### config.mk
export PLATFORM = sky130hd
export DESIGN_NAME = motion_safety_gate_top
export DESIGN_NICKNAME = d
export VERILOG_FILES = /design/src/rtl/msg_pkg.sv /design/src/rtl/msg_cfg_regs.sv /design/src/rtl/msg_front.sv /design/src/rtl/msg_queue.sv /design/src/rtl/msg_back.sv /design/src/rtl/motion_safety_gate_top.sv
export SDC_FILE = /design/constraint.sdc
export NUM_CORES = 2
export LEC_CHECK = 0
export ABC_AREA = 1
export BUFFER_PORTS_ARGS = -buffer_cell sky130_fd_sc_hd__clkbuf_2
export CAP_MARGIN = 30
export CORE_MARGIN = 2
export CORE_UTILIZATION = 40
export DETAILED_ROUTE_END_ITERATION = 10
export PLACE_DENSITY_LB_ADDON = 0.3
export REMOVE_ABC_BUFFERS = 1
export SYNTH_ARGS = -nofsm -noshare
export SYNTH_HDL_FRONTEND = slang
export SYNTH_SLANG_ARGS = --single-unit
### constraint.sdc
create_clock -name clk -period 15.85 [get_ports clk]
set_clock_uncertainty 0.1 [all_clocks]
set_input_delay 2.3775 -clock clk [delete_from_list [all_inputs] [get_ports clk]]
set_output_delay 2.3775 -clock clk [all_outputs]
set_load 0.005 [all_outputs]
### src/rtl/msg_pkg.sv
// ----------------------------------------------------------------------------
// msg_pkg: shared types and constants of the motion safety gate
// register map, result codes, configuration and queue transfer types
// ----------------------------------------------------------------------------
`timescale 1ns / 1ps
`default_nettype none

package msg_pkg;

	localparam int AGE_W    = 24;
	localparam int LIM_W    = 15;
	localparam int DIST_W   = 16;
	localparam int COV_W    = 16;
	localparam int CONF_W   = 17;
	localparam int ADDR_W   = 5;
	localparam int DATA_W   = 32;

	localparam logic [AGE_W-1:0]  AGE_TOP  = '1;
	localparam logic [COV_W-1:0]  COV_BAD  = '1;
	localparam logic [DIST_W-1:0] DIST_NONE = '1;

	localparam int QUEUE_DEPTH = 4;
	localparam int QUEUE_PTR_W = $clog2(QUEUE_DEPTH);
	localparam int QUEUE_CNT_W = $clog2(QUEUE_DEPTH + 1);

	typedef enum logic [1:0] {
		ACT_PASS = 2'd0,
		ACT_SLOW = 2'd1,
		ACT_STOP = 2'd2
	} action_t;

	typedef enum logic [2:0] {
		RSN_NONE     = 3'd0,
		RSN_LOCAL    = 3'd1,
		RSN_DEPTH    = 3'd2,
		RSN_CAMERA   = 3'd3,
		RSN_OBSTACLE = 3'd4,
		RSN_CONF     = 3'd5,
		RSN_PATH     = 3'd6,
		RSN_COMMAND  = 3'd7
	} reason_t;

	typedef enum logic [2:0] {
		REG_CAM_STALE  = 3'd0,
		REG_DEP_STALE  = 3'd1,
		REG_EMERG_DIST = 3'd2,
		REG_CONF_FLOOR = 3'd3,
		REG_TOP_SPEED  = 3'd4,
		REG_SLOW_SPEED = 3'd5,
		REG_COV_LIMIT  = 3'd6,
		REG_FUTURE_TOL = 3'd7
	} reg_idx_t;

	typedef struct packed {
		logic [AGE_W-1:0]  cam_stale;
		logic [AGE_W-1:0]  dep_stale;
		logic [DIST_W-1:0] emerg_dist;
		logic [CONF_W-1:0] conf_floor;
		logic [LIM_W-1:0]  top_speed;
		logic [LIM_W-1:0]  slow_speed;
		logic [COV_W-1:0]  cov_limit;
		logic [AGE_W-1:0]  future_tol;
	} cfg_t;

	localparam cfg_t CFG_RESET = '{
		cam_stale:  24'd200000,
		dep_stale:  24'd200000,
		emerg_dist: 16'd500,
		conf_floor: 17'd32768,
		top_speed:  15'd1000,
		slow_speed: 15'd300,
		cov_limit:  16'd1000,
		future_tol: 24'd100000
	};

	// classification handed from front to back
	typedef struct packed {
		reason_t           reason;
		logic              slow;
		logic [LIM_W-1:0]  limit;
		logic [AGE_W-1:0]  cam_age;
		logic [AGE_W-1:0]  dep_age;
	} meta_t;

	typedef struct packed {
		logic                   full;
		logic                   empty;
		logic [QUEUE_CNT_W-1:0] count;
	} q_stat_t;

endpackage

`default_nettype wire

### src/rtl/msg_cfg_regs.sv
// ----------------------------------------------------------------------------
// msg_cfg_regs: configuration register file
// apb-style write and read access to the eight threshold registers
// ----------------------------------------------------------------------------
`timescale 1ns / 1ps
`default_nettype none

module msg_cfg_regs (
	input  wire logic                       clk,
	input  wire logic                       arst_n,
	input  wire logic                       psel,
	input  wire logic                       penable,
	input  wire logic                       pwrite,
	input  wire logic [msg_pkg::ADDR_W-1:0] paddr,
	input  wire logic [msg_pkg::DATA_W-1:0] pwdata,
	output logic      [msg_pkg::DATA_W-1:0] prdata,
	output logic                            pready,
	output msg_pkg::cfg_t                   cfg
);
	import msg_pkg::*;

	cfg_t     cfg_q;
	reg_idx_t reg_idx;
	logic     wr_en;

	assign pready  = 1'b1;
	assign reg_idx = reg_idx_t'(paddr[ADDR_W-1:2]);
	assign wr_en   = psel & penable & pwrite & pready;
	assign cfg     = cfg_q;

	always_ff @(posedge clk or negedge arst_n) begin
		if (!arst_n) begin
			cfg_q <= CFG_RESET;
		end else if (wr_en) begin
			unique case (reg_idx)
				REG_CAM_STALE:  cfg_q.cam_stale  <= pwdata[AGE_W-1:0];
				REG_DEP_STALE:  cfg_q.dep_stale  <= pwdata[AGE_W-1:0];
				REG_EMERG_DIST: cfg_q.emerg_dist <= pwdata[DIST_W-1:0];
				REG_CONF_FLOOR: cfg_q.conf_floor <= pwdata[CONF_W-1:0];
				REG_TOP_SPEED:  cfg_q.top_speed  <= pwdata[LIM_W-1:0];
				REG_SLOW_SPEED: cfg_q.slow_speed <= pwdata[LIM_W-1:0];
				REG_COV_LIMIT:  cfg_q.cov_limit  <= pwdata[COV_W-1:0];
				REG_FUTURE_TOL: cfg_q.future_tol <= pwdata[AGE_W-1:0];
			endcase
		end
	end

	always_comb begin
		unique case (reg_idx)
			REG_CAM_STALE:  prdata = DATA_W'(cfg_q.cam_stale);
			REG_DEP_STALE:  prdata = DATA_W'(cfg_q.dep_stale);
			REG_EMERG_DIST: prdata = DATA_W'(cfg_q.emerg_dist);
			REG_CONF_FLOOR: prdata = DATA_W'(cfg_q.conf_floor);
			REG_TOP_SPEED:  prdata = DATA_W'(cfg_q.top_speed);
			REG_SLOW_SPEED: prdata = DATA_W'(cfg_q.slow_speed);
			REG_COV_LIMIT:  prdata = DATA_W'(cfg_q.cov_limit);
			REG_FUTURE_TOL: prdata = DATA_W'(cfg_q.future_tol);
		endcase
	end

endmodule

`default_nettype wire

### src/rtl/msg_front.sv
// ----------------------------------------------------------------------------
// msg_front: command intake and check chain
// works out sensor ages and classifies each command into stop, slow or pass
// ----------------------------------------------------------------------------
`timescale 1ns / 1ps
`default_nettype none

module msg_front #(
	parameter int TIME_BITS  = 48,
	parameter int SPEED_BITS = 16
) (
	input  wire logic                       clk,
	input  wire logic                       arst_n,
	input  wire logic                       accept,
	input  wire logic [TIME_BITS-1:0]       current_time,
	input  wire logic [TIME_BITS-1:0]       camera_stamp,
	input  wire logic [TIME_BITS-1:0]       depth_stamp,
	input  wire logic                       pose_ok,
	input  wire logic [msg_pkg::COV_W-1:0]  pose_covariance,
	input  wire logic [msg_pkg::DIST_W-1:0] obstacle_distance,
	input  wire logic                       path_ok,
	input  wire logic [SPEED_BITS-1:0]      command_linear,
	input  wire logic [SPEED_BITS-1:0]      command_angular,
	input  wire logic                       command_ok,
	input  wire logic [msg_pkg::CONF_W-1:0] confidence,
	input  wire logic                       confidence_ok,
	input  wire msg_pkg::cfg_t              cfg,
	output logic                            push,
	output msg_pkg::meta_t                  push_meta,
	output logic      [SPEED_BITS-1:0]      push_lin,
	output logic      [SPEED_BITS-1:0]      push_ang
);
	import msg_pkg::*;

	localparam logic [TIME_BITS-1:0] AGE_TOP_T = TIME_BITS'(AGE_TOP);

	typedef struct packed {
		logic             over;
		logic [AGE_W-1:0] age;
	} age_t;

	// stage 1: raw differences and registered side fields
	logic                  valid_s1;
	logic [TIME_BITS:0]    cam_fwd_s1, dep_fwd_s1;
	logic [TIME_BITS-1:0]  cam_ahead_s1, dep_ahead_s1;
	logic                  cam_zero_s1, dep_zero_s1;
	logic                  pose_ok_s1, path_ok_s1, cmd_ok_s1, conf_ok_s1;
	logic [COV_W-1:0]      cov_s1;
	logic [DIST_W-1:0]     dist_s1;
	logic [CONF_W-1:0]     conf_s1;
	logic [SPEED_BITS-1:0] lin_s1, ang_s1;

	age_t    cam_res, dep_res;
	reason_t reason;
	logic    slow;

	function automatic age_t age_of(
		input logic                 zero,
		input logic [TIME_BITS:0]   fwd,
		input logic [TIME_BITS-1:0] ahead,
		input logic [AGE_W-1:0]     tol
	);
		age_t r;
		r.over = 1'b0;
		r.age  = '0;
		if (zero) begin
			r.over = 1'b1;
			r.age  = AGE_TOP;
		end else if (fwd[TIME_BITS]) begin
			// stamp lies ahead of now
			if (ahead > TIME_BITS'(tol)) begin
				r.over = 1'b1;
				r.age  = AGE_TOP;
			end
		end else if (fwd[TIME_BITS-1:0] > AGE_TOP_T) begin
			r.over = 1'b1;
			r.age  = AGE_TOP;
		end else begin
			r.age = fwd[AGE_W-1:0];
		end
		return r;
	endfunction

	always_ff @(posedge clk or negedge arst_n) begin
		if (!arst_n) begin
			valid_s1 <= 1'b0;
		end else begin
			valid_s1 <= accept;
		end
	end

	always_ff @(posedge clk) begin
		if (accept) begin
			cam_fwd_s1   <= {1'b0, current_time} - {1'b0, camera_stamp};
			dep_fwd_s1   <= {1'b0, current_time} - {1'b0, depth_stamp};
			cam_ahead_s1 <= camera_stamp - current_time;
			dep_ahead_s1 <= depth_stamp - current_time;
			cam_zero_s1  <= (camera_stamp == '0);
			dep_zero_s1  <= (depth_stamp == '0);
			pose_ok_s1   <= pose_ok;
			cov_s1       <= pose_covariance;
			dist_s1      <= obstacle_distance;
			path_ok_s1   <= path_ok;
			lin_s1       <= command_linear;
			ang_s1       <= command_angular;
			cmd_ok_s1    <= command_ok;
			conf_s1      <= confidence;
			conf_ok_s1   <= confidence_ok;
		end
	end

	assign cam_res = age_of(cam_zero_s1, cam_fwd_s1, cam_ahead_s1, cfg.future_tol);
	assign dep_res = age_of(dep_zero_s1, dep_fwd_s1, dep_ahead_s1, cfg.future_tol);

	// first failing check wins
	always_comb begin
		if (!pose_ok_s1 || cov_s1 == COV_BAD || cov_s1 > cfg.cov_limit) begin
			reason = RSN_LOCAL;
		end else if (dep_res.over || dep_res.age > cfg.dep_stale) begin
			reason = RSN_DEPTH;
		end else if (cam_res.over || cam_res.age > cfg.cam_stale) begin
			reason = RSN_CAMERA;
		end else if (dist_s1 != DIST_NONE && dist_s1 < cfg.emerg_dist) begin
			reason = RSN_OBSTACLE;
		end else if (!path_ok_s1) begin
			reason = RSN_PATH;
		end else if (!cmd_ok_s1) begin
			reason = RSN_COMMAND;
		end else begin
			reason = RSN_NONE;
		end
	end

	assign slow = !conf_ok_s1 || (conf_s1 < cfg.conf_floor);

	assign push              = valid_s1;
	assign push_meta.reason  = reason;
	assign push_meta.slow    = slow;
	assign push_meta.limit   = slow ? cfg.slow_speed : cfg.top_speed;
	assign push_meta.cam_age = cam_res.age;
	assign push_meta.dep_age = dep_res.age;
	assign push_lin          = lin_s1;
	assign push_ang          = ang_s1;

endmodule

`default_nettype wire

### src/rtl/msg_queue.sv
// ----------------------------------------------------------------------------
// msg_queue: short transfer queue between front and back
// register-based fifo with first-word read-through
// ----------------------------------------------------------------------------
`timescale 1ns / 1ps
`default_nettype none

module msg_queue #(
	parameter int WIDTH = 100
) (
	input  wire logic             clk,
	input  wire logic             arst_n,
	input  wire logic             push,
	input  wire logic [WIDTH-1:0] wr_data,
	input  wire logic             pop,
	output logic      [WIDTH-1:0] rd_data,
	output msg_pkg::q_stat_t      stat
);
	import msg_pkg::*;

	logic [WIDTH-1:0]       entry_q [QUEUE_DEPTH];
	logic [QUEUE_PTR_W-1:0] wr_ptr_q, rd_ptr_q;
	logic [QUEUE_CNT_W-1:0] count_q;
	logic                   do_push, do_pop;

	assign stat.count = count_q;
	assign stat.empty = (count_q == '0);
	assign stat.full  = (count_q == QUEUE_CNT_W'(QUEUE_DEPTH));
	assign do_push    = push && !stat.full;
	assign do_pop     = pop && !stat.empty;
	assign rd_data    = entry_q[rd_ptr_q];

	always_ff @(posedge clk) begin
		if (do_push) begin
			entry_q[wr_ptr_q] <= wr_data;
		end
	end

	always_ff @(posedge clk or negedge arst_n) begin
		if (!arst_n) begin
			wr_ptr_q <= '0;
			rd_ptr_q <= '0;
			count_q  <= '0;
		end else begin
			if (do_push) begin
				wr_ptr_q <= wr_ptr_q + 1'b1;
			end
			if (do_pop) begin
				rd_ptr_q <= rd_ptr_q + 1'b1;
			end
			case ({do_push, do_pop})
				2'b10:   count_q <= count_q + 1'b1;
				2'b01:   count_q <= count_q - 1'b1;
				default: count_q <= count_q;
			endcase
		end
	end

endmodule

`default_nettype wire

### src/rtl/msg_back.sv
// ----------------------------------------------------------------------------
// msg_back: speed ceiling and angular rescale
// multiplier stage then a one-bit-per-stage restoring divider pipeline
// ----------------------------------------------------------------------------
`timescale 1ns / 1ps
`default_nettype none

module msg_back #(
	parameter int SPEED_BITS = 16
) (
	input  wire logic                        clk,
	input  wire logic                        arst_n,
	input  wire logic                        in_valid,
	input  wire msg_pkg::meta_t              in_meta,
	input  wire logic [SPEED_BITS-1:0]       in_lin,
	input  wire logic [SPEED_BITS-1:0]       in_ang,
	output logic                             done,
	output logic      [1:0]                  action,
	output logic      [2:0]                  reason,
	output logic      [msg_pkg::LIM_W-1:0]   speed_limit,
	output logic      [SPEED_BITS-1:0]       linear_out,
	output logic      [SPEED_BITS-1:0]       angular_out,
	output logic                             stopped,
	output logic      [msg_pkg::AGE_W-1:0]   camera_age,
	output logic      [msg_pkg::AGE_W-1:0]   depth_frame_age
);
	import msg_pkg::*;

	localparam int SB    = SPEED_BITS;
	localparam int PW    = SB + LIM_W;
	localparam int REM_W = (LIM_W > SB) ? LIM_W : SB;
	localparam int TRW   = REM_W + 1;
	localparam int XW    = (SB > LIM_W + 1) ? SB : LIM_W + 1;

	// entry 0 is the multiplier stage, entries 1..SB the divider stages
	logic             vld_s  [SB+1];
	meta_t            meta_s [SB+1];
	logic [SB-1:0]    lin_s  [SB+1];
	logic [SB-1:0]    ang_s  [SB+1];
	logic [SB-1:0]    spd_s  [SB+1];
	logic             ndiv_s [SB+1];
	logic [REM_W-1:0] rem_s  [SB+1];
	logic [SB-1:0]    low_s  [SB+1];
	logic [SB-1:0]    quo_s  [SB+1];

	logic [SB-1:0] lin_mag, ang_mag;
	logic [PW-1:0] prod;
	logic          need_div;

	assign lin_mag  = in_lin[SB-1] ? SB'(0) - in_lin : in_lin;
	assign ang_mag  = in_ang[SB-1] ? SB'(0) - in_ang : in_ang;
	assign prod     = PW'(ang_mag) * PW'(in_meta.limit);
	assign need_div = XW'(lin_mag) > XW'(in_meta.limit);

	always_ff @(posedge clk or negedge arst_n) begin
		if (!arst_n) begin
			vld_s[0] <= 1'b0;
		end else begin
			vld_s[0] <= in_valid;
		end
	end

	always_ff @(posedge clk) begin
		meta_s[0] <= in_meta;
		lin_s[0]  <= in_lin;
		ang_s[0]  <= in_ang;
		spd_s[0]  <= lin_mag;
		ndiv_s[0] <= need_div;
		rem_s[0]  <= REM_W'(prod[PW-1:SB]);
		low_s[0]  <= prod[SB-1:0];
		quo_s[0]  <= '0;
	end

	for (genvar k = 1; k <= SB; k++) begin : g_div
		logic [TRW-1:0] trial, diff;
		logic           ge;

		assign trial = {rem_s[k-1], low_s[k-1][SB-1]};
		assign ge    = trial >= TRW'(spd_s[k-1]);
		assign diff  = trial - TRW'(spd_s[k-1]);

		always_ff @(posedge clk or negedge arst_n) begin
			if (!arst_n) begin
				vld_s[k] <= 1'b0;
			end else begin
				vld_s[k] <= vld_s[k-1];
			end
		end

		always_ff @(posedge clk) begin
			meta_s[k] <= meta_s[k-1];
			lin_s[k]  <= lin_s[k-1];
			ang_s[k]  <= ang_s[k-1];
			spd_s[k]  <= spd_s[k-1];
			ndiv_s[k] <= ndiv_s[k-1];
			rem_s[k]  <= ge ? diff[REM_W-1:0] : trial[REM_W-1:0];
			low_s[k]  <= low_s[k-1] << 1;
			quo_s[k]  <= {quo_s[k-1][SB-2:0], ge};
		end
	end

	// result assembly
	meta_t         fin_meta;
	logic [XW-1:0] lim_x, lim_neg_x;
	logic [SB-1:0] lin_res, ang_res;
	logic          halt;

	assign fin_meta  = meta_s[SB];
	assign halt      = (fin_meta.reason != RSN_NONE);
	assign lim_x     = XW'(fin_meta.limit);
	assign lim_neg_x = XW'(0) - lim_x;

	always_comb begin
		if (ndiv_s[SB]) begin
			lin_res = lin_s[SB][SB-1] ? lim_neg_x[SB-1:0] : lim_x[SB-1:0];
			ang_res = ang_s[SB][SB-1] ? SB'(0) - quo_s[SB] : quo_s[SB];
		end else begin
			lin_res = lin_s[SB];
			ang_res = ang_s[SB];
		end
	end

	logic            done_q, stopped_q;
	action_t         action_q;
	reason_t         reason_q;
	logic [LIM_W-1:0] limit_q;
	logic [SB-1:0]   lin_q, ang_q;
	logic [AGE_W-1:0] cam_age_q, dep_age_q;

	always_ff @(posedge clk or negedge arst_n) begin
		if (!arst_n) begin
			done_q <= 1'b0;
		end else begin
			done_q <= vld_s[SB];
		end
	end

	always_ff @(posedge clk) begin
		cam_age_q <= fin_meta.cam_age;
		dep_age_q <= fin_meta.dep_age;
		if (halt) begin
			action_q  <= ACT_STOP;
			reason_q  <= fin_meta.reason;
			limit_q   <= '0;
			lin_q     <= '0;
			ang_q     <= '0;
			stopped_q <= 1'b1;
		end else begin
			action_q  <= fin_meta.slow ? ACT_SLOW : ACT_PASS;
			reason_q  <= fin_meta.slow ? RSN_CONF : RSN_NONE;
			limit_q   <= fin_meta.limit;
			lin_q     <= lin_res;
			ang_q     <= ang_res;
			stopped_q <= 1'b0;
		end
	end

	assign done            = done_q;
	assign action          = action_q;
	assign reason          = reason_q;
	assign speed_limit     = limit_q;
	assign linear_out      = lin_q;
	assign angular_out     = ang_q;
	assign stopped         = stopped_q;
	assign camera_age      = cam_age_q;
	assign depth_frame_age = dep_age_q;

endmodule

`default_nettype wire

### src/rtl/motion_safety_gate_top.sv
// ----------------------------------------------------------------------------
// motion_safety_gate_top: velocity command safety gate
// checks sensor freshness, localisation, obstacles, path and command, then
// caps the forwarded speed and rescales the turn rate
// ----------------------------------------------------------------------------
// A command is taken at any clock edge with start high and busy low, and one
// result follows for every command, in order, on the result ports for a single
// cycle marked by done; the receiver cannot stall it. The block takes one
// command per clock while busy is low, and each command passes through one
// front stage for the time differences, one queue slot, one multiplier
// stage, a restoring divider of SPEED_BITS one-bit stages for the angular
// rescale, and the output register. Busy comes from the four-entry queue
// between the check chain and the speed stage and stays low in normal use,
// since the back end drains one entry every cycle. Thresholds sit behind
// the apb-style port and should be written only while no command is in
// flight.
`timescale 1ns / 1ps
`default_nettype none

module motion_safety_gate_top #(
	parameter int TIME_BITS  = 48,
	parameter int SPEED_BITS = 16
) (
	input  wire logic                       clk,
	input  wire logic                       arst_n,
	// apb-style configuration port
	input  wire logic                       psel,
	input  wire logic                       penable,
	input  wire logic                       pwrite,
	input  wire logic [msg_pkg::ADDR_W-1:0] paddr,
	input  wire logic [msg_pkg::DATA_W-1:0] pwdata,
	output logic      [msg_pkg::DATA_W-1:0] prdata,
	output logic                            pready,
	// command transfer
	input  wire logic                       start,
	output logic                            busy,
	input  wire logic [TIME_BITS-1:0]       current_time,
	input  wire logic [TIME_BITS-1:0]       camera_stamp,
	input  wire logic [TIME_BITS-1:0]       depth_stamp,
	input  wire logic                       pose_ok,
	input  wire logic [msg_pkg::COV_W-1:0]  pose_covariance,
	input  wire logic [msg_pkg::DIST_W-1:0] obstacle_distance,
	input  wire logic                       path_ok,
	input  wire logic [SPEED_BITS-1:0]      command_linear,
	input  wire logic [SPEED_BITS-1:0]      command_angular,
	input  wire logic                       command_ok,
	input  wire logic [msg_pkg::CONF_W-1:0] confidence,
	input  wire logic                       confidence_ok,
	// result transfer
	output logic                            done,
	output logic      [1:0]                 action,
	output logic      [2:0]                 reason,
	output logic      [msg_pkg::LIM_W-1:0]  speed_limit,
	output logic      [SPEED_BITS-1:0]      linear_out,
	output logic      [SPEED_BITS-1:0]      angular_out,
	output logic                            stopped,
	output logic      [msg_pkg::AGE_W-1:0]  camera_age,
	output logic      [msg_pkg::AGE_W-1:0]  depth_frame_age
);
	import msg_pkg::*;

	localparam int Q_W     = $bits(meta_t) + 2 * SPEED_BITS;
	localparam int LATENCY = SPEED_BITS + 4;

	cfg_t    cfg;
	logic    accept;

	// front to queue
	logic                  f_push;
	meta_t                 f_meta;
	logic [SPEED_BITS-1:0] f_lin, f_ang;

	// queue to back
	logic [Q_W-1:0]        q_rd_data;
	q_stat_t               q_stat;
	logic                  q_pop;
	meta_t                 hd_meta;
	logic [SPEED_BITS-1:0] hd_lin, hd_ang;

	// hold off commands once the queue could not absorb those already in the
	// front stage plus a new one
	assign busy   = ({1'b0, q_stat.count} + (QUEUE_CNT_W + 1)'(f_push))
	                >= (QUEUE_CNT_W + 1)'(QUEUE_DEPTH);
	assign accept = start && !busy;

	msg_cfg_regs u_cfg (
		.clk     (clk),
		.arst_n  (arst_n),
		.psel    (psel),
		.penable (penable),
		.pwrite  (pwrite),
		.paddr   (paddr),
		.pwdata  (pwdata),
		.prdata  (prdata),
		.pready  (pready),
		.cfg     (cfg)
	);

	msg_front #(
		.TIME_BITS  (TIME_BITS),
		.SPEED_BITS (SPEED_BITS)
	) u_front (
		.clk               (clk),
		.arst_n            (arst_n),
		.accept            (accept),
		.current_time      (current_time),
		.camera_stamp      (camera_stamp),
		.depth_stamp       (depth_stamp),
		.pose_ok           (pose_ok),
		.pose_covariance   (pose_covariance),
		.obstacle_distance (obstacle_distance),
		.path_ok           (path_ok),
		.command_linear    (command_linear),
		.command_angular   (command_angular),
		.command_ok        (command_ok),
		.confidence        (confidence),
		.confidence_ok     (confidence_ok),
		.cfg               (cfg),
		.push              (f_push),
		.push_meta         (f_meta),
		.push_lin          (f_lin),
		.push_ang          (f_ang)
	);

	msg_queue #(
		.WIDTH (Q_W)
	) u_queue (
		.clk     (clk),
		.arst_n  (arst_n),
		.push    (f_push),
		.wr_data ({f_meta, f_lin, f_ang}),
		.pop     (q_pop),
		.rd_data (q_rd_data),
		.stat    (q_stat)
	);

	// the back end never stalls, so the head moves on every cycle it is there
	assign q_pop = !q_stat.empty;
	assign {hd_meta, hd_lin, hd_ang} = q_rd_data;

	msg_back #(
		.SPEED_BITS (SPEED_BITS)
	) u_back (
		.clk             (clk),
		.arst_n          (arst_n),
		.in_valid        (q_pop),
		.in_meta         (hd_meta),
		.in_lin          (hd_lin),
		.in_ang          (hd_ang),
		.done            (done),
		.action          (action),
		.reason          (reason),
		.speed_limit     (speed_limit),
		.linear_out      (linear_out),
		.angular_out     (angular_out),
		.stopped         (stopped),
		.camera_age      (camera_age),
		.depth_frame_age (depth_frame_age)
	);

	// a transfer into the queue is never lost to a full queue
	a_no_overflow: assert property (@(posedge clk) disable iff (!arst_n)
		f_push |-> !q_stat.full)
		else $error("front transfer into full queue");

	// every accepted command yields its result after the fixed latency
	a_latency: assert property (@(posedge clk) disable iff (!arst_n)
		accept |-> ##LATENCY done)
		else $error("result missing after fixed latency");

	// no result without a command accepted the same latency earlier
	a_no_ghost: assert property (@(posedge clk) disable iff (!arst_n)
		done |-> $past(accept, LATENCY))
		else $error("result without matching command");

	// a stop result carries a stop reason and zeroed motion
	a_stop_fields: assert property (@(posedge clk) disable iff (!arst_n)
		done && stopped |-> (reason != RSN_NONE) && (reason != RSN_CONF)
		&& (linear_out == '0) && (angular_out == '0))
		else $error("stop result with motion or wrong reason");

endmodule

`default_nettype wire

---- Word level (Yosys, flattened, before mapping) ----
Memory sizes are Yosys's and may differ from the RTL's.
Cells that the tools add are included.
storage, ports and cells
  flip-flop bits (word level) ............. 559
  latch bits .............................. 0
  bits in writable memories ............... 3184
  ROM bits ................................ 0
  logic and storage cells ................. 207
  memories kept ........................... 9
memories
  memory           words  width  rd ports  clocked after memory_dff  write ports  line             text
  u_back.meta_s    17     67     17        0                         17           msg_back.sv:37   meta_t meta_s [SB+1];
  u_queue.entry_q  4      99     1         0                         1            msg_queue.sv:21  logic [WIDTH-1:0] entry_q [QUEUE_DEPTH];
  u_back.ang_s     17     16     17        0                         17           msg_back.sv:39   logic [SB-1:0] ang_s [SB+1];
  u_back.lin_s     17     16     17        0                         17           msg_back.sv:38   logic [SB-1:0] lin_s [SB+1];
  u_back.low_s     17     16     16        0                         17           msg_back.sv:43   logic [SB-1:0] low_s [SB+1];
  u_back.quo_s     17     16     17        0                         17           msg_back.sv:44   logic [SB-1:0] quo_s [SB+1];
  +3 memories      n/a    n/a    n/a       n/a                       n/a          n/a
cells by class
  add/sub/neg operators ................... 29
  $mul .................................... 1
  divide/modulo/power cells ............... 0
  order comparisons ....................... 27
  eq/ne operators ......................... 12
  shift-type cells ........................ 0
  multiplexer cells ....................... 47
  bitwise gates (word level) .............. 2
  reduce and logical (&&, ||, !) cells .... 27
operator list
  operator                                                                number
  16-bit two-way mux                                                      22
  17-bit by 16-bit >= comparator with 1-bit output                        16
  32-bit one-hot mux with 8 select lines                                  1
  16-bit subtractor                                                       16
  25-bit two-way mux                                                      6
  48-bit by 48-bit subtractor with 49-bit output                          2
  48-bit by 24-bit > comparator with 1-bit output                         2
  48-bit by 24-bit > comparator with 1-bit output, second input constant  2
  48-bit logical NOT                                                      2
  48-bit subtractor                                                       2
  24-bit > comparator                                                     2
  24-bit two-way mux                                                      2
  1-bit by 16-bit subtractor with 16-bit output, first input constant     3
  16-bit by 15-bit multiplier with 31-bit output                          1
  3-bit two-way mux                                                       8
  17-bit < comparator                                                     1
  16-bit == test, second input constant                                   1
  16-bit by 15-bit > comparator with 1-bit output                         1
  16-bit > comparator                                                     1
  16-bit < comparator                                                     1
  16-bit inequality test, second input constant                           1
  2-bit AND reduction                                                     8
  1-bit by 15-bit subtractor with 16-bit output, first input constant     1
  3-bit == test, second input constant                                    5
  other kinds (19)                                                        38

---- Depth between registers and ports, before layout ----
  depth after elaboration ................. 9
  mapped depth ............................ 39
  mapped depth without buffers ............ 35

---- Modules after synthesis ----
From an unflattened synthesis, not the netlist that was laid out.
unflattened totals
  cells, all modules ...................... 13782
  area, all modules ....................... 132613.4 um2
by module, submodules not included
  module                  instances  cells an instance  area each (um2)  sequential area each (um2)
  msg_back                1          8456               83376.2          51859.7
  msg_front               1          3262               25647.1          8403.1
  msg_queue               1          1215               16572.1          12066.6
  msg_cfg_regs            1          843                6984.2           3829.9
  motion_safety_gate_top  1          6                  33.8             0.0

---- Worst setup path after synthesis ----
Ideal clock, no wire load.
  path kind ............................... input to register
  start point ............................. input port start
  end point ............................... register u_front.valid_s1, in the netlist u_front.push
  data arrival time ....................... 13.886 ns
  required time ........................... 14.419 ns
  path slack .............................. 0.533 ns
  cell stages on the path ................. 2
  cell sequence ........................... inv_1 > nor2_1
between the ends
  cells in the longest elaborated chain, start to end .. 1
ends and longest elaborated chain
  what                  line                          text
  from (decl)           motion_safety_gate_top.sv:35  input wire logic start,
  1-bit logical AND     motion_safety_gate_top.sv:84  assign accept = start && !busy;
  via accept            motion_safety_gate_top.sv:66  logic accept;
  to (signal assigned)  msg_front.sv:88               valid_s1 <= accept;
  to (decl)             msg_front.sv:43               logic valid_s1;
The timed path passes the listed nets, and every way through them passes these cells.
A chain may end at the register's enable or synchronous reset.

==> results.sh <==
export IMPL_synth_cell_types=72
export IMPL_fin_nets=13500
export IMPL_crit_fanout=41
export IMPL_max_cap_viol_count=0
export IMPL_layout_setup_ws_ns=7.16
export IMPL_worstSetupStartpoint="u_queue.rd_ptr_q[0]"
export IMPL_synthFlopType="dfxtp_1"
export IMPL_slew_violations=0
export IMPL_grt_use_met1_pct=26.7
export IMPL_regToRegStartpoint="u_queue.rd_ptr_q[0]"
export IMPL_slowest_delay_ns=0.67
export IMPL_totalWireLength_um=319000
export IMPL_cts_tree="yes"
export IMPL_status="complete, no violations"
export IMPL_setup_viol=0
export IMPL_holdBufCountCts=0
export IMPL_critPathKind="reg2reg"
export IMPL_r2r_setup_slack_ns=7.16
export IMPL_io_pins=408
export IMPL_crit_top_cell="nand2_1"
export IMPL_clock_latency_ns=0.94
export IMPL_routed_via_density=4.78
export IMPL_worstPathArrival_ns=9.40
export IMPL_synthAdderAreaFrac_pct=10.4
export IMPL_core_um2=309000
export IMPL_fmax_mhz=115
export IMPL_cp_start_kind="flip-flop"
export IMPL_grt_pass1_wl_um=476000
export IMPL_finalCritPeriodShare_pct=54.8
export IMPL_drc_errors=0
export IMPL_post_route_min_period_ns=8.69
export IMPL_synth_compound_area_share_pct=8.81
export IMPL_vias=79900
export IMPL_grt_pass1_vias=77900
export IMPL_final_util_pct=46.1
export IMPL_top_usage_layer="met2"
export IMPL_grt_use_total_pct=19.9
export IMPL_pre_cts_ws_ns=7.20
export IMPL_cts_setup_buffers=0
export IMPL_hold_ws_ns=0.165
export IMPL_syn_avg_cell_area_um2=10.6
export IMPL_ys_seq_elements=3420
export IMPL_placementRows=204
export IMPL_clk_path_buf_depth=4
export IMPL_critPathRequiredTime_ns=16.56
export IMPL_htreeDepth=5
export IMPL_initial_utilization_pct=40.2
export IMPL_yosys_area_share_simple_pct=11.5
export IMPL_synthMuxAreaShare_pct=0
export IMPL_mostFrequentLayoutCell="dfxtp_1"
export IMPL_port_buffers=388
export IMPL_synth_edf_count=675
export IMPL_antenna_found_initial=64
export IMPL_gp_congestion=0.985
export IMPL_end_kind="flip-flop"
export IMPL_min_path_type="reg2reg"
export IMPL_worstReg2RegEnd="u_back.rem_s[0][13]"
export IMPL_synth_top_family_by_area="simple AND/OR/NAND/NOR gates"
export IMPL_firstDrtPassIters=6
export IMPL_cts_buffers=342
export IMPL_hold_viol_final=0
export IMPL_cts_resized_gates=0
export IMPL_clk_pin_slew_worst_paths_ns=0.07
export IMPL_syn_area_um2=124000
export IMPL_r2r_cells=34
export IMPL_setup_worst_path_end="u_back.rem_s[0][13]"
export IMPL_grtUsageMet3_pct=4.58
export IMPL_final_setup_tns_ns=0
export IMPL_die_area_um2=315000
export IMPL_area_delta_synth_final_pct=14.6
export IMPL_drive_above_1_share_pct=9.74
export IMPL_multi_input_area_um2=41600
export IMPL_cts_sinks=3420
export IMPL_cts_root_buf="clkbuf_16"
export IMPL_avgRoutedWirePerCell_um=19.1
export IMPL_crit_slowest_cell="dfrtp_4"
export IMPL_global_route_usage_met2_pct=30.5
export IMPL_rsz0062_at_grt="no"
export IMPL_yosys_warnings=0
export IMPL_tightest_slew_ns=1.01
export IMPL_die_w_um=561
export IMPL_ys_seq_area_share_pct=61.3
export IMPL_ant_nets=0
export IMPL_timing_slew_headroom_pct=32.6
export IMPL_dp_hpwl_um=249000
export IMPL_grt_overflow=0
export IMPL_seqCellArea_um2=76200
export IMPL_syn_inst=11800
export IMPL_n_fill_cell=29000
export IMPL_drt_iter0_markers=5999
export IMPL_async_flop_share_pct=5.18
export IMPL_synth_xor_area_share_pct=2.76
export IMPL_grt_max_degree=141
export IMPL_final_cell_mix="dfxtp_1, nand2_1, inv_1"
export IMPL_die_y_um=561
registers in the layout, indices dropped and copies added (netlist names), 24 cells and up:
name / cells
u_back.meta_s: 1139
u_queue.entry_q: 396
u_back.ang_s: 272
u_back.lin_s: 272
u_back.rem_s: 255
u_back.spd_s: 240
u_cfg.cfg: 151
u_back.low_s: 136
u_back.quo_s: 136
u_front.cam_ahead_s1: 48
u_front.cam_fwd_s1: 48
u_front.dep_ahead_s1: 48
u_front.dep_fwd_s1: 48
u_back.camera_age: 24
u_back.depth_frame_age: 24
synth_stat cells, types with 10 or more instances:
master,n,area share [%]
o21ai_1,57,0.23
clkbuf_1,109,0.33
buf_4,28,0.17
dfxtp_1,2568,41
nand3_1,307,1.2
nand2_1,2042,6.2
inv_1,1328,4.0
a221oi_1,15,0.11
or2_2,31,0.16
nand4_1,88,0.44
o211ai_1,53,0.32
o21a_1,23,0.14
clkbuf_2,29,0.12
a211oi_1,10,0.060
o22ai_1,86,0.43
ha_1,708,7.1
nor4_1,41,0.21
o221ai_1,19,0.13
dfrtp_1,136,2.7
fa_1,200,3.2
dfstp_2,41,0.87
o21bai_1,47,0.28
a21o_1,105,0.63
nor2_2,32,0.16
nor2_1,801,2.4
a32oi_2,12,0.16
buf_6,17,0.15
buf_2,82,0.33
xor2_1,261,1.8
nor3_1,78,0.31
a31oi_1,27,0.14
nand2_2,16,0.081
a21oi_1,683,2.8
edfxtp_1,675,16
inv_2,30,0.091
a21boi_0,30,0.18
o21ai_0,720,2.9
nand3b_1,13,0.079
xnor2_1,130,0.92
logic make-up after synthesis:
kind of cell | Yosys count
compound gates | 1933
xor+xnor | 391
fa+ha+maj | 908
buf+inv | 1633
flops | 3420
other cells | 2
simple gates | 3479
per-layer routing:
metal / wire length, um / part of all wire (%) / vias up
li1: - / - / 39600
met1: 143000 / 45 / 37400
met2: 138000 / 43 / 2267
met3: 22600 / 7.1 / 606
met4: 15000 / 4.7 / 44
met5: 264 / 0.083 / -
layout make-up:
type,instances,share of cell area [%]
multi-input cells,6720,29.2
repair buffers,444,1.72
well taps,4120,3.62
flip-flops and latches,3420,53.5
inverters,1365,3.60
clock inverters,153,1.28
diodes,26,0.0457
clock buffers,468,7.00
critical path: cells and delay by family (launching register included):
family                   cells  cell delay [ns]
buffers and inverters        9             1.38
XOR/XNOR                     1             0.14
AND/OR/NAND/NOR             15             2.35
adder cells (fa/ha/maj)      8             3.57
AO/OA/AOI/OAI                1             0.31
flip-flops                   1             0.67
through the flow:
step,cell area (um^2),std cells
floorplan,123000,11500
global placement,130000,16100
detailed placement,131000,16100
CTS,142000,16700
global route,142000,16700
finish,142000,16700
how the worst min path moves through the flow:
stage / start / end / cells after the start
floorplan: u_back.ang_s[0][84] / u_back.ang_s[0][100] / 0
global placement: u_back.lin_s[2][33] / u_back.lin_s[2][49] / 0
detailed placement: u_back.ang_s[0][92] / u_back.ang_s[0][108] / 0
CTS: u_back.meta_s[0][551] / u_back.meta_s[0][618] / 0
global route: u_back.low_s[0][55] / u_back.low_s[0][72] / 0
finish: u_back.meta_s[0][551] / u_back.meta_s[0][618] / 0
Power is not shown: default switching activity piles up to over one toggle a cycle in this logic, so the estimate is an artifact.
